**config.mk**
```make
export PLATFORM = sky130hd
export DESIGN_NAME = keystroke_motor_frame_encoder
export DESIGN_NICKNAME = d
export VERILOG_FILES = /design/src/design/kmfe_pkg.sv /design/src/design/kmfe_front.sv /design/src/design/kmfe_fifo.sv /design/src/design/kmfe_back.sv /design/src/design/keystroke_motor_frame_encoder.sv
export SDC_FILE = /design/constraint.sdc
export NUM_CORES = 1
export LEC_CHECK = 0
export BUFFER_PORTS_ARGS = -buffer_cell sky130_fd_sc_hd__buf_2
export CORE_AREA = 2 2 99 101
export DETAILED_ROUTE_END_ITERATION = 6
export DIE_AREA = 0 0 101 103
export PLACE_DENSITY = 0.78
export SLEW_MARGIN = 20
export SYNTH_ARGS = -nofsm -noshare
export SYNTH_HDL_FRONTEND = slang
export SYNTH_SLANG_ARGS = --single-unit
```
**constraint.sdc**
```tcl
create_clock -name clk -period 5.75 [get_ports clk]
set_input_delay 0.8625 -clock clk [delete_from_list [all_inputs] [get_ports clk]]
set_output_delay 0.8625 -clock clk [all_outputs]
set_load 0.02 [all_outputs]
```
**src/design/kmfe_pkg.sv**
```systemverilog
// ----------------------------------------------------------------------------
// kmfe_pkg
// Types and constants shared by the motor frame encoder modules.
// ----------------------------------------------------------------------------
package kmfe_pkg;

	localparam int unsigned FRAME_LEN = 18;
	localparam int unsigned IDX_W     = 5;

	localparam logic [7:0] HEAD0 = 8'd128;
	localparam logic [7:0] HEAD1 = 8'd16;

	localparam logic [7:0] KEY_W     = 8'h77;
	localparam logic [7:0] KEY_A     = 8'h61;
	localparam logic [7:0] KEY_S     = 8'h73;
	localparam logic [7:0] KEY_D     = 8'h64;
	localparam logic [7:0] KEY_J     = 8'h6A;
	localparam logic [7:0] KEY_L     = 8'h6C;
	localparam logic [7:0] KEY_K     = 8'h6B;
	localparam logic [7:0] KEY_I     = 8'h69;
	localparam logic [7:0] KEY_SPACE = 8'h20;

	localparam logic [1:0] REG_MIN_POWER  = 2'd0;
	localparam logic [1:0] REG_MAX_POWER  = 2'd1;
	localparam logic [1:0] REG_POWER_STEP = 2'd2;

	localparam logic [7:0] RST_MIN_POWER  = 8'd100;
	localparam logic [7:0] RST_MAX_POWER  = 8'd255;
	localparam logic [7:0] RST_POWER_STEP = 8'd5;
	localparam logic [7:0] RST_POWER      = 8'd200;

	localparam logic [IDX_W-1:0] LAST_IDX = IDX_W'(FRAME_LEN - 1);

	localparam logic [1:0] SEL_ZERO = 2'd0;
	localparam logic [1:0] SEL_ID   = 2'd1;
	localparam logic [1:0] SEL_DIR  = 2'd2;
	localparam logic [1:0] SEL_POW  = 2'd3;

	typedef struct packed {
		logic [3:0] dirs;
		logic [7:0] power;
	} frame_t;

	typedef struct packed {
		logic   push;
		frame_t data;
	} q_wr_t;

	function automatic logic [7:0] frame_byte_of(input logic [IDX_W-1:0] idx,
		input frame_t f);
		logic [IDX_W-1:0] j;
		logic [1:0]       m;
		logic [7:0]       b;
		j = idx - IDX_W'(2);
		m = j[3:2];
		if (idx == '0) begin
			b = HEAD0;
		end else if (idx == IDX_W'(1)) begin
			b = HEAD1;
		end else begin
			case (j[1:0])
				SEL_ZERO: b = 8'd0;
				SEL_ID:   b = {6'd0, m};
				SEL_DIR:  b = {7'd0, f.dirs[m]};
				SEL_POW:  b = f.power;
				default:  b = 8'd0;
			endcase
		end
		return b;
	endfunction

endpackage

```
**src/design/kmfe_front.sv**
```systemverilog
// ----------------------------------------------------------------------------
// kmfe_front
// Decodes keys, holds power level, directions and limit registers, and
// queues one frame descriptor per key.
// ----------------------------------------------------------------------------
module kmfe_front (
	input  logic                clk,
	input  logic                arst_n,
	input  logic                push,
	input  logic [7:0]          key_code,
	input  logic                q_full,
	input  logic                cfg_write,
	input  logic [1:0]          cfg_index,
	input  logic [7:0]          cfg_data,
	output kmfe_pkg::q_wr_t     q_wr
);
	import kmfe_pkg::*;

	logic [7:0] min_power_q;
	logic [7:0] max_power_q;
	logic [7:0] power_step_q;
	logic [7:0] power_q;
	logic [3:0] dirs_q;

	logic [7:0] power_d;
	logic [3:0] dirs_d;
	logic [7:0] below;
	logic [7:0] above;
	logic       accept;

	assign accept = push && !q_full;
	assign below  = power_q - min_power_q;
	assign above  = max_power_q - power_q;

	always_comb begin
		power_d = power_q;
		dirs_d  = dirs_q;
		case (key_code)
			KEY_W: dirs_d = 4'hF;
			KEY_A: dirs_d = 4'h5;
			KEY_S: dirs_d = 4'h0;
			KEY_D: dirs_d = 4'hA;
			KEY_J: dirs_d = 4'hC;
			KEY_L: dirs_d = 4'h3;
			KEY_K: begin
				if (power_q > min_power_q) begin
					power_d = (below < power_step_q) ? min_power_q : power_q - power_step_q;
				end
			end
			KEY_I: begin
				if (power_q < max_power_q) begin
					power_d = (above < power_step_q) ? max_power_q : power_q + power_step_q;
				end
			end
			default: ;
		endcase
	end

	assign q_wr.push       = accept;
	assign q_wr.data.dirs  = dirs_d;
	assign q_wr.data.power = (key_code == KEY_SPACE) ? 8'd0 : power_d;

	always_ff @(posedge clk or negedge arst_n) begin
		if (!arst_n) begin
			power_q <= RST_POWER;
			dirs_q  <= 4'h0;
		end else if (accept) begin
			power_q <= power_d;
			dirs_q  <= dirs_d;
		end
	end

	always_ff @(posedge clk or negedge arst_n) begin
		if (!arst_n) begin
			min_power_q  <= RST_MIN_POWER;
			max_power_q  <= RST_MAX_POWER;
			power_step_q <= RST_POWER_STEP;
		end else if (cfg_write) begin
			case (cfg_index)
				REG_MIN_POWER:  min_power_q  <= cfg_data;
				REG_MAX_POWER:  max_power_q  <= cfg_data;
				REG_POWER_STEP: power_step_q <= cfg_data;
				default: ;
			endcase
		end
	end

endmodule

```
**src/design/kmfe_fifo.sv**
```systemverilog
// ----------------------------------------------------------------------------
// kmfe_fifo
// Two-entry queue of frame descriptors between front and back.
// ----------------------------------------------------------------------------
module kmfe_fifo (
	input  logic             clk,
	input  logic             arst_n,
	input  kmfe_pkg::q_wr_t  q_wr,
	input  logic             q_pop,
	output logic             q_full,
	output logic             q_empty,
	output kmfe_pkg::frame_t q_head
);
	import kmfe_pkg::*;

	frame_t     mem_q [2];
	logic       wr_ptr_q;
	logic       rd_ptr_q;
	logic [1:0] count_q;
	logic       do_push;
	logic       do_pop;

	assign q_full  = (count_q == 2'd2);
	assign q_empty = (count_q == 2'd0);
	assign q_head  = mem_q[rd_ptr_q];
	assign do_push = q_wr.push && !q_full;
	assign do_pop  = q_pop && !q_empty;

	always_ff @(posedge clk) begin
		if (do_push) begin
			mem_q[wr_ptr_q] <= q_wr.data;
		end
	end

	always_ff @(posedge clk or negedge arst_n) begin
		if (!arst_n) begin
			wr_ptr_q <= 1'b0;
			rd_ptr_q <= 1'b0;
			count_q  <= 2'd0;
		end else begin
			if (do_push) begin
				wr_ptr_q <= !wr_ptr_q;
			end
			if (do_pop) begin
				rd_ptr_q <= !rd_ptr_q;
			end
			case ({do_push, do_pop})
				2'b10:   count_q <= count_q + 2'd1;
				2'b01:   count_q <= count_q - 2'd1;
				default: count_q <= count_q;
			endcase
		end
	end

endmodule

```
**src/design/kmfe_back.sv**
```systemverilog
// ----------------------------------------------------------------------------
// kmfe_back
// Serializes the head frame descriptor into 18 bytes, one per cycle while
// pop takes each byte, through an output register.
// ----------------------------------------------------------------------------
module kmfe_back (
	input  logic             clk,
	input  logic             arst_n,
	input  logic             q_empty,
	input  kmfe_pkg::frame_t q_head,
	output logic             q_pop,
	input  logic             pop,
	output logic             empty,
	output logic [7:0]       frame_byte,
	output logic             last_of_frame
);
	import kmfe_pkg::*;

	logic [IDX_W-1:0] idx_q;
	logic             valid_q;
	logic [7:0]       byte_q;
	logic             last_q;
	logic             load;

	assign load  = !q_empty && (!valid_q || pop);
	assign q_pop = load && (idx_q == LAST_IDX);

	assign empty         = !valid_q;
	assign frame_byte    = byte_q;
	assign last_of_frame = last_q;

	always_ff @(posedge clk or negedge arst_n) begin
		if (!arst_n) begin
			idx_q   <= '0;
			valid_q <= 1'b0;
		end else begin
			if (load) begin
				idx_q   <= (idx_q == LAST_IDX) ? '0 : idx_q + IDX_W'(1);
				valid_q <= 1'b1;
			end else if (pop) begin
				valid_q <= 1'b0;
			end
		end
	end

	always_ff @(posedge clk) begin
		if (load) begin
			byte_q <= frame_byte_of(idx_q, q_head);
			last_q <= (idx_q == LAST_IDX);
		end
	end

endmodule

```
**src/design/keystroke_motor_frame_encoder.sv**
```systemverilog
// A taken key is queued, then its first frame byte loads the output register.
// Throughput: one frame byte per cycle while pop takes every byte, set by the
// single byte serializer in the back end.
// A two-entry descriptor queue holds the frame in progress and one further key.
// Reset: power 200, all motors reverse, limits 100/255, step 5, queue empty.
// ----------------------------------------------------------------------------
// keystroke_motor_frame_encoder
// Turns command keys into 18-byte motor command frames.
// ----------------------------------------------------------------------------
module keystroke_motor_frame_encoder (
	input  logic       clk,
	input  logic       arst_n,
	input  logic       push,
	output logic       full,
	input  logic [7:0] key_code,
	output logic       empty,
	input  logic       pop,
	output logic [7:0] frame_byte,
	output logic       last_of_frame,
	input  logic       cfg_write,
	input  logic [1:0] cfg_index,
	input  logic [7:0] cfg_data
);
	import kmfe_pkg::*;

	q_wr_t  q_wr;
	frame_t q_head;
	logic   q_full;
	logic   q_empty;
	logic   q_pop;

	assign full = q_full;

	kmfe_front u_front (
		.clk       (clk),
		.arst_n    (arst_n),
		.push      (push),
		.key_code  (key_code),
		.q_full    (q_full),
		.cfg_write (cfg_write),
		.cfg_index (cfg_index),
		.cfg_data  (cfg_data),
		.q_wr      (q_wr)
	);

	kmfe_fifo u_fifo (
		.clk     (clk),
		.arst_n  (arst_n),
		.q_wr    (q_wr),
		.q_pop   (q_pop),
		.q_full  (q_full),
		.q_empty (q_empty),
		.q_head  (q_head)
	);

	kmfe_back u_back (
		.clk           (clk),
		.arst_n        (arst_n),
		.q_empty       (q_empty),
		.q_head        (q_head),
		.q_pop         (q_pop),
		.pop           (pop),
		.empty         (empty),
		.frame_byte    (frame_byte),
		.last_of_frame (last_of_frame)
	);

endmodule
```
==> results of run 1 <==
## state kept, by name, summed over array words and instances, names as in the netlist
| name | cells |
|---|---|
| u_front.power_step_q | 8 |
| u_front.power_q | 8 |
| u_front.dirs_q | 4 |
| u_back.idx_q | 5 |
| u_back.valid_q | 1 |
| u_front.max_power_q | 8 |
| u_back.last_of_frame | 1 |
| u_fifo.mem_q | 24 |
| u_fifo.rd_ptr_q | 1 |
| u_fifo.wr_ptr_q | 1 |
| u_front.min_power_q | 8 |
| u_fifo.count_q | 2 |
| u_back.frame_byte | 8 |
## metrics by stage
step                       util  setup slack [ps]  hold slack, ps
after detailed placement  0.610              1570             496
final                     0.631              1520             495
after CTS                 0.631              1540             512
after global routing      0.631              1170             541
after global placement    0.610              1740             482
after floorplan               -              2070             460
## power groups by stage
stage | registers (mW) | clock network, mW | logic, mW
2_1_floorplan | 0.894 | 0 | 0.796
3_3_place_gp | 0.900 | 0 | 0.990
3_5_place_dp | 0.906 | 0 | 1.03
4_1_cts | 0.894 | 0.427 | 1.04
5_1_grt | 0.914 | 0.452 | 1.15
6_report | 0.894 | 0.421 | 1.04
## layout make-up
cell class	instances	area (um^2)
sequential	79	2160
tap	114	143
clock buffer	11	163
fill	771	3490
inverter	47	176
timing repair buffer	34	175
clock inverter	5	37.5
multi-input combinational	396	3120
## placed cells by master (no fill, tap or decap), types with 3 or more instances in the layout
master     netlist  final
fa_1             4      4
dfrtp_1         30     30
edfxtp_1        33     33
nand3_1         14     14
or3_1            3      3
a21oi_1         34     34
clkbuf_8         0     10
o21a_1           3      3
nand3b_1         3      3
a21o_1          14     14
nand2b_1         8      8
nand2_1         34     34
o31ai_1          3      3
mux2_2          26     26
buf_2            8     32
nand4_1          4      4
and2_1           4      4
inv_1           45     45
ha_1            51     51
o21ai_0         20     20
xor2_1          14     14
o21ai_1          9      9
nor3_1           8      8
mux2i_1         16     16
nor2_1          40     40
dfstp_2         16     16
a31oi_1          5      5
and3_1           5      5
nor2b_1          5      5
a22oi_1          4      4
o2bb2ai_1        4      4
xnor2_1         15     15
## metal layers
layer / GRT usage / part of all wire / vias up
met1: 0.286 / 0.43 / 1984
li1: - / - / 1996
met2: 0.427 / 0.51 / 106
met3: 0.0508 / 0.041 / 23
met4: 0.0800 / 0.025 / 0
met5: 0 / 0 / -
## worst paths after layout
path                                           to  slack (ps)  depth (start not counted)               start
max in group asynchronous       u_front.dirs_q[3]        4840                          1              arst_n
setup / recovery               u_fifo.mem_q[0][1]        1520                         15  u_front.power_q[1]
hold reg to reg                   u_fifo.wr_ptr_q         510                          1     u_fifo.wr_ptr_q
min in group clk                  u_fifo.wr_ptr_q         510                          1     u_fifo.wr_ptr_q
setup reg to reg               u_fifo.mem_q[0][1]        1520                         15  u_front.power_q[1]
hold / removal             u_front.min_power_q[4]         500                          1              arst_n
## kinds of logic (layout without fill, tap and decap cells)
logic type	after synthesis	in the layout	synth area share
xor+xnor	29	29	0.0460
simple gates	144	144	0.137
compound gates	124	124	0.160
mux	44	44	0.0901
buf+inv	61	97	0.0446
flops	79	79	0.391
fa+ha+maj	55	55	0.130
==> run summary, run 1 <==
Pint -> 1.42 mW
clock network power share -> 0.179
fin cells -> 686
ys flop type -> edfxtp_1
Synthesized Nets -> 614
largest net degree at the start of global routing -> 47
Synth Register Bits -> 79
top-area cell type share of the netlist area -> 0.179
final WL -> 11600 um
post-route setup TNS -> 0 ps
Worst Path Arrival -> 4330 ps
fin area -> 0.00597 mm^2
Gate Count Post-Synth -> 536
final period utilization -> 0.736
count of final hold-check violations -> 0
asr flop ratio synth -> 0.582
Area contributors post-synth -> edfxtp_1 18%, dfrtp_1 14%, ha_1 12%
Area Growth Syn to Fin -> 8.11%
CTS tree -> built
RSZ-0062 raised after global routing -> no
placed instance area -> 0.00577 mm^2
Hold WC Path Type -> in -> async
most common cell in the netlist -> ha_1
Worst Tran Pin Value -> 968 ps
total CTS buffers -> 9
drt wl/cell -> 17.0 um
Worst setup EP type -> flip-flop
layout cells sized above 1 -> 0.196
Synth top cells by count -> 51 x ha_1, 45 x inv_1, 40 x nor2_1
final net count -> 645
first-pass detailed-route iteration total -> 6
initial antenna violation count -> 0
vias per cell -> 5.99
max-slew violations -> 0
post-synthesis sequential area ratio -> 0.391
CTS Buffer Depth -> 2
DIE AREA -> 0.0104 mm^2
delay of the slowest critical-path stage -> 670 ps
first-pass GRT wire length -> 19100 um
vias -> 4109
EDFF count, synth -> 33
routability cong. -> 0.910
library cells used by synthesis -> 73
combinational share of power -> 0.441
die width -> 101 um
max capacitance violation total -> 0
mean area per synthesized cell -> 10.3 um^2
crit-path max FO -> 15
clk root buf -> clkbuf_8
Largest delay share family, worst path -> compound AO/OA/AOI/OAI gates
switching power total -> 0.937 mW
Sw Share -> 0.398
setup violators final -> 0
hold_buf cts -> 0
htree depth -> 3
hpwl dp -> 9080 um
crit-path cells -> inv_1 > ha_1 > a21o_1 > a21o_1 > a21o_1 > a21o_1 > a31oi_1 > xnor2_1 > ha_1 > nand4_1 > o31ai_4 > mux2i_1 > a21oi_1 > o21ai_0 > a21oi_1
# clock sinks -> 79
DR DRC count -> 0
critical path's most frequent cell -> a21o_1
Syn Std Cell Area -> 0.00552 mm^2
FMAX -> 236 MHz
Antenna Cells -> 0
PwrDens -> 394 mW/mm^2
relative slew slack -> 0.352
Worst-path clk slew -> 90 ps
Peak VDD IR -> 206 uV
worst-skew pair later-pin latency -> 360 ps
WP data required -> 5840 ps
DRT antenna net count -> 0
Post-CTS Setup Inserts -> 0
Synth Warn # -> 0
Overflow after GRT -> 0
Clock Skews -> 14.0 ps
GRT Util Overall -> 0.238
critical path class -> reg -> reg
First DRT Iteration DRCs -> 178
vias in the first global route -> 4003
IO Count -> 34
IO Port Bufs -> 33
Yosys top cell by area -> edfxtp_1
Starting Density -> 0.584
PostCTS Resize Cnt -> 0
CP Buf/Inv Count -> 1
slowest cell on the critical path -> o31ai_4
crit start category -> flip-flop
row count -> 36
core box area -> 0.00946 mm^2
status -> complete, no violations
Die H -> 103 um
Placed Cells incl. Taps -> 670
total power -> 2.35 mW
Lkg Pwr -> 2.58 nW
minimum clock period -> 4230 ps
Sequential Power Share -> 0.380
(Power assumes the default switching activity.)
==> inputs of run 2 (changes only) <==
- CORE_AREA: 2 2 99 101 -> 2 2 103 105
- DIE_AREA: 0 0 101 103 -> 0 0 105 107
- PLACE_DENSITY: 0.78 -> 0.76
- clock period: 5.75 -> 3.4 ns (I/O delays scaled with it)
==> run 2 against run 1 <==
Compared with the run above: the run now ends with negative setup slack left; cell count is 9.6% higher; clock-buffer cell count is 1 lower; die area is 8.0% higher; core utilization is 0.79 points higher; sequential cell count stayed put; setup slack worse by 1700 ps; wire length is 19% higher; clock skew is 1.0 ps higher; clock power is 57% higher; first-iteration DRC count is 21% higher; sequential share of layout area is 2.7 points lower; power is 79% higher; critical path type unchanged; largest cell class unchanged.
==> run summary, run 2 (synthesis results as in run 1) <==
status -> finished, violations left
failing checks -> negative setup slack
# clock sinks -> 79 (unchanged)
crit-path cells -> buf_4 > fa_2 > a21oi_2 > inv_1 > a21oi_2 > xnor2_1 > ha_1 > a21oi_2 > o21ai_1 > a221o_1 > buf_2 > mux2i_1 > a21oi_1 > a21oi_1
worst reg2reg path endpoint -> u_fifo.mem_q[0][5]
minimum clock period -> 3540 ps (-698 ps)
first-pass GRT wire length -> 22500 um (+18%)
Area Growth Syn to Fin -> 16.8%
Sw Share -> 0.410 (+0.0120)
htree depth -> 3 (unchanged)
max reg flops -> 24 (unchanged)
clock network power share -> 0.157 (-0.022)
FMAX -> 283 MHz (+20%)
r2r worst-path depth -> 14 (-1)
core box area -> 0.0101 mm^2 (+6.7%)
Overflow after GRT -> 0 (unchanged)
critical path's most frequent cell -> a21oi_2
Starting Density -> 0.547 (-0.0366)
vias per cell -> 5.77 (-3.7%)
worst-skew pair later-pin latency -> 370 ps (about the same)
DIE AREA -> 0.0112 mm^2 (+8.0%)
Worst setup EP type -> flip-flop
final period utilization -> 1.04 (+0.304)
FF-to-FF Start -> u_front.power_q[1]
final WL -> 13900 um (+19%)
largest net degree at the start of global routing -> 32 (-32%)
clk root buf -> clkbuf_8
switching power total -> 1.73 mW (+85%)
PwrDens -> 654 mW/mm^2 (+66%)
routability cong. -> 0.955 (+5.0%)
crit-path max FO -> 5 (-10)
critical path class -> reg -> reg
Worst Tran Pin Value -> 698 ps (-270 ps)
Lkg Pwr -> 2.79 nW (+8.3%)
max capacitance violation total -> 0 (unchanged)
DR DRC count -> 0 (unchanged)
total CTS buffers -> 9 (unchanged)
Util after Layout -> 0.639 (+0.00788)
final net count -> 689 (+6.8%)
Antenna Cells -> 0 (unchanged)
die width -> 105 um (+4.0%)
first-pass detailed-route iteration total -> 5 (-1)
total power -> 4.22 mW (+79%)
hpwl dp -> 10500 um (+16%)
most common cell after layout, fill and taps aside -> ha_1
Peak VDD IR -> 331 uV (+61%)
vias in the first global route -> 4451 (+11%)
CP Buf/Inv Count -> 3 (+2)
most frequent cells in the layout -> 49 x ha_1, 42 x inv_1, 42 x buf_4
pre-CTS setup slack -> -192 ps (-1760 ps)
Worst Path Arrival -> 3640 ps (-690 ps)
initial antenna violation count -> 0 (unchanged)
fin area -> 0.00645 mm^2 (+8.0%)
Hold WC Path Type -> in -> async
WP data required -> 3500 ps (-2340 ps)
crit start category -> flip-flop
placed instance area -> 0.00606 mm^2 (+5.1%)
setup violators final -> 22 (+22)
delay of the slowest critical-path stage -> 470 ps (-200 ps)
max-slew violations -> 0 (unchanged)
DRT antenna net count -> 0 (unchanged)
Worst-path clk slew -> 100 ps (about the same)
vias -> 4339 (+5.6%)
IO Port Bufs -> 33 (unchanged)
Largest delay share family, worst path -> compound AO/OA/AOI/OAI gates
count of final hold-check violations -> 0 (unchanged)
hold_buf cts -> 0 (unchanged)
First DRT Iteration DRCs -> 215 (+21%)
CTS Buffer Depth -> 2 (unchanged)
Pint -> 2.49 mW (+76%)
CTS tree -> built
post-route setup TNS -> -1970 ps (-1970 ps)
relative slew slack -> 0.535 (+0.182)
Largest Register -> u_fifo.mem_q
post-layout worst setup margin -> -136 ps (-1650 ps)
drt wl/cell -> 18.4 um (+8.5%)
Clock Skews -> 15.1 ps (+1.04 ps)
layout cells sized above 1 -> 0.302 (+0.106)
slowest cell on the critical path -> dfrtp_2
IO Count -> 34 (unchanged)
R2R Setup Slk -> -140 ps (-1650 ps)
Sequential Power Share -> 0.359 (-0.021)
Die H -> 107 um (+3.9%)
GRT Util Overall -> 0.261 (+0.0227)
RSZ-0062 raised after global routing -> yes
row count -> 37 (+2.8%)
combinational share of power -> 0.485 (+0.044)
[run 2: cell count changes in the layout (fill, tap and decap cells not counted), sizes merged]
cell | previous run | this run
clkbuf | 11 | 10
inv | 49 | 48
buf | 34 | 78
clkinvlp | 2 | 0
clkinv | 1 | 5
[run 2: area by class of cell]
type                            count  area [um^2]
Clock buffer                       10          128
Clock inverter                      6         45.0
Fill cell                         845         3640
Inverter                           47          179
Multi-Input combinational cell    396         3260
Sequential cell                    79         2160
Tap cell                          136          170
Timing Repair Buffer               78          508
[run 2: power groups by stage]
stage / Clock [mW] / Sequential, mW / Combinational, mW
5_1_grt: 0.705 / 1.54 / 2.22
2_1_floorplan: 0 / 1.51 / 1.36
3_3_place_gp: 0 / 1.51 / 1.82
3_5_place_dp: 0 / 1.53 / 1.89
6_report: 0.662 / 1.51 / 2.05
4_1_cts: 0.663 / 1.51 / 2.00
[run 2: worst max-delay path by stage]
stage | start | endpoint | cells past startpoint | slack [ps]
6_report | u_front.power_q[1] | u_fifo.mem_q[0][5] | 14 | -140
5_1_grt | u_front.power_q[1] | u_fifo.mem_q[1][2] | 16 | -290
4_1_cts | u_front.power_q[1] | u_fifo.mem_q[1][6] | 15 | -170
3_5_place_dp | u_front.power_q[1] | u_fifo.mem_q[0][6] | 17 | -190
3_3_place_gp | u_front.power_q[1] | u_fifo.mem_q[0][0] | 14 | -120
2_1_floorplan | u_front.power_q[1] | u_fifo.mem_q[0][2] | 16 | 7
[run 2: per-layer routing]
layer,track usage,vias to the layer above,wire [um]
li1,-,2080,-
met5,0,-,0
met1,0.302,2097,5650
met4,0.147,0,604
met3,0.0426,42,566
met2,0.460,120,7040
[run 2: repair_timing]
action                     4_1_cts  5_1_grt
hold endpoints to repair         0        0
gates cloned                     1        0
gates resized for setup         25       11
setup buffers                    5        3
pin swaps                       26       12
setup endpoints to repair       24       24
[run 2: stage by stage]
step / hold slack [ps] / cells
finish: 170 / 752
global route: 222 / 752
CTS: 192 / 749
detailed placement: 479 / 727
global placement: 477 / 727
floorplan: 214 / 536
[run 2: worst reg2reg max path, stage by stage (launching register included)]
cell and delay [ps]:
dfrtp_2 470, buf_4 190, fa_2 420, a21oi_2 200
inv_1 100, a21oi_2 170, xnor2_1 150, ha_1 290
a21oi_2 140, o21ai_1 80, a221o_1 360, buf_2 200
mux2i_1 140, a21oi_1 250, a21oi_1 130
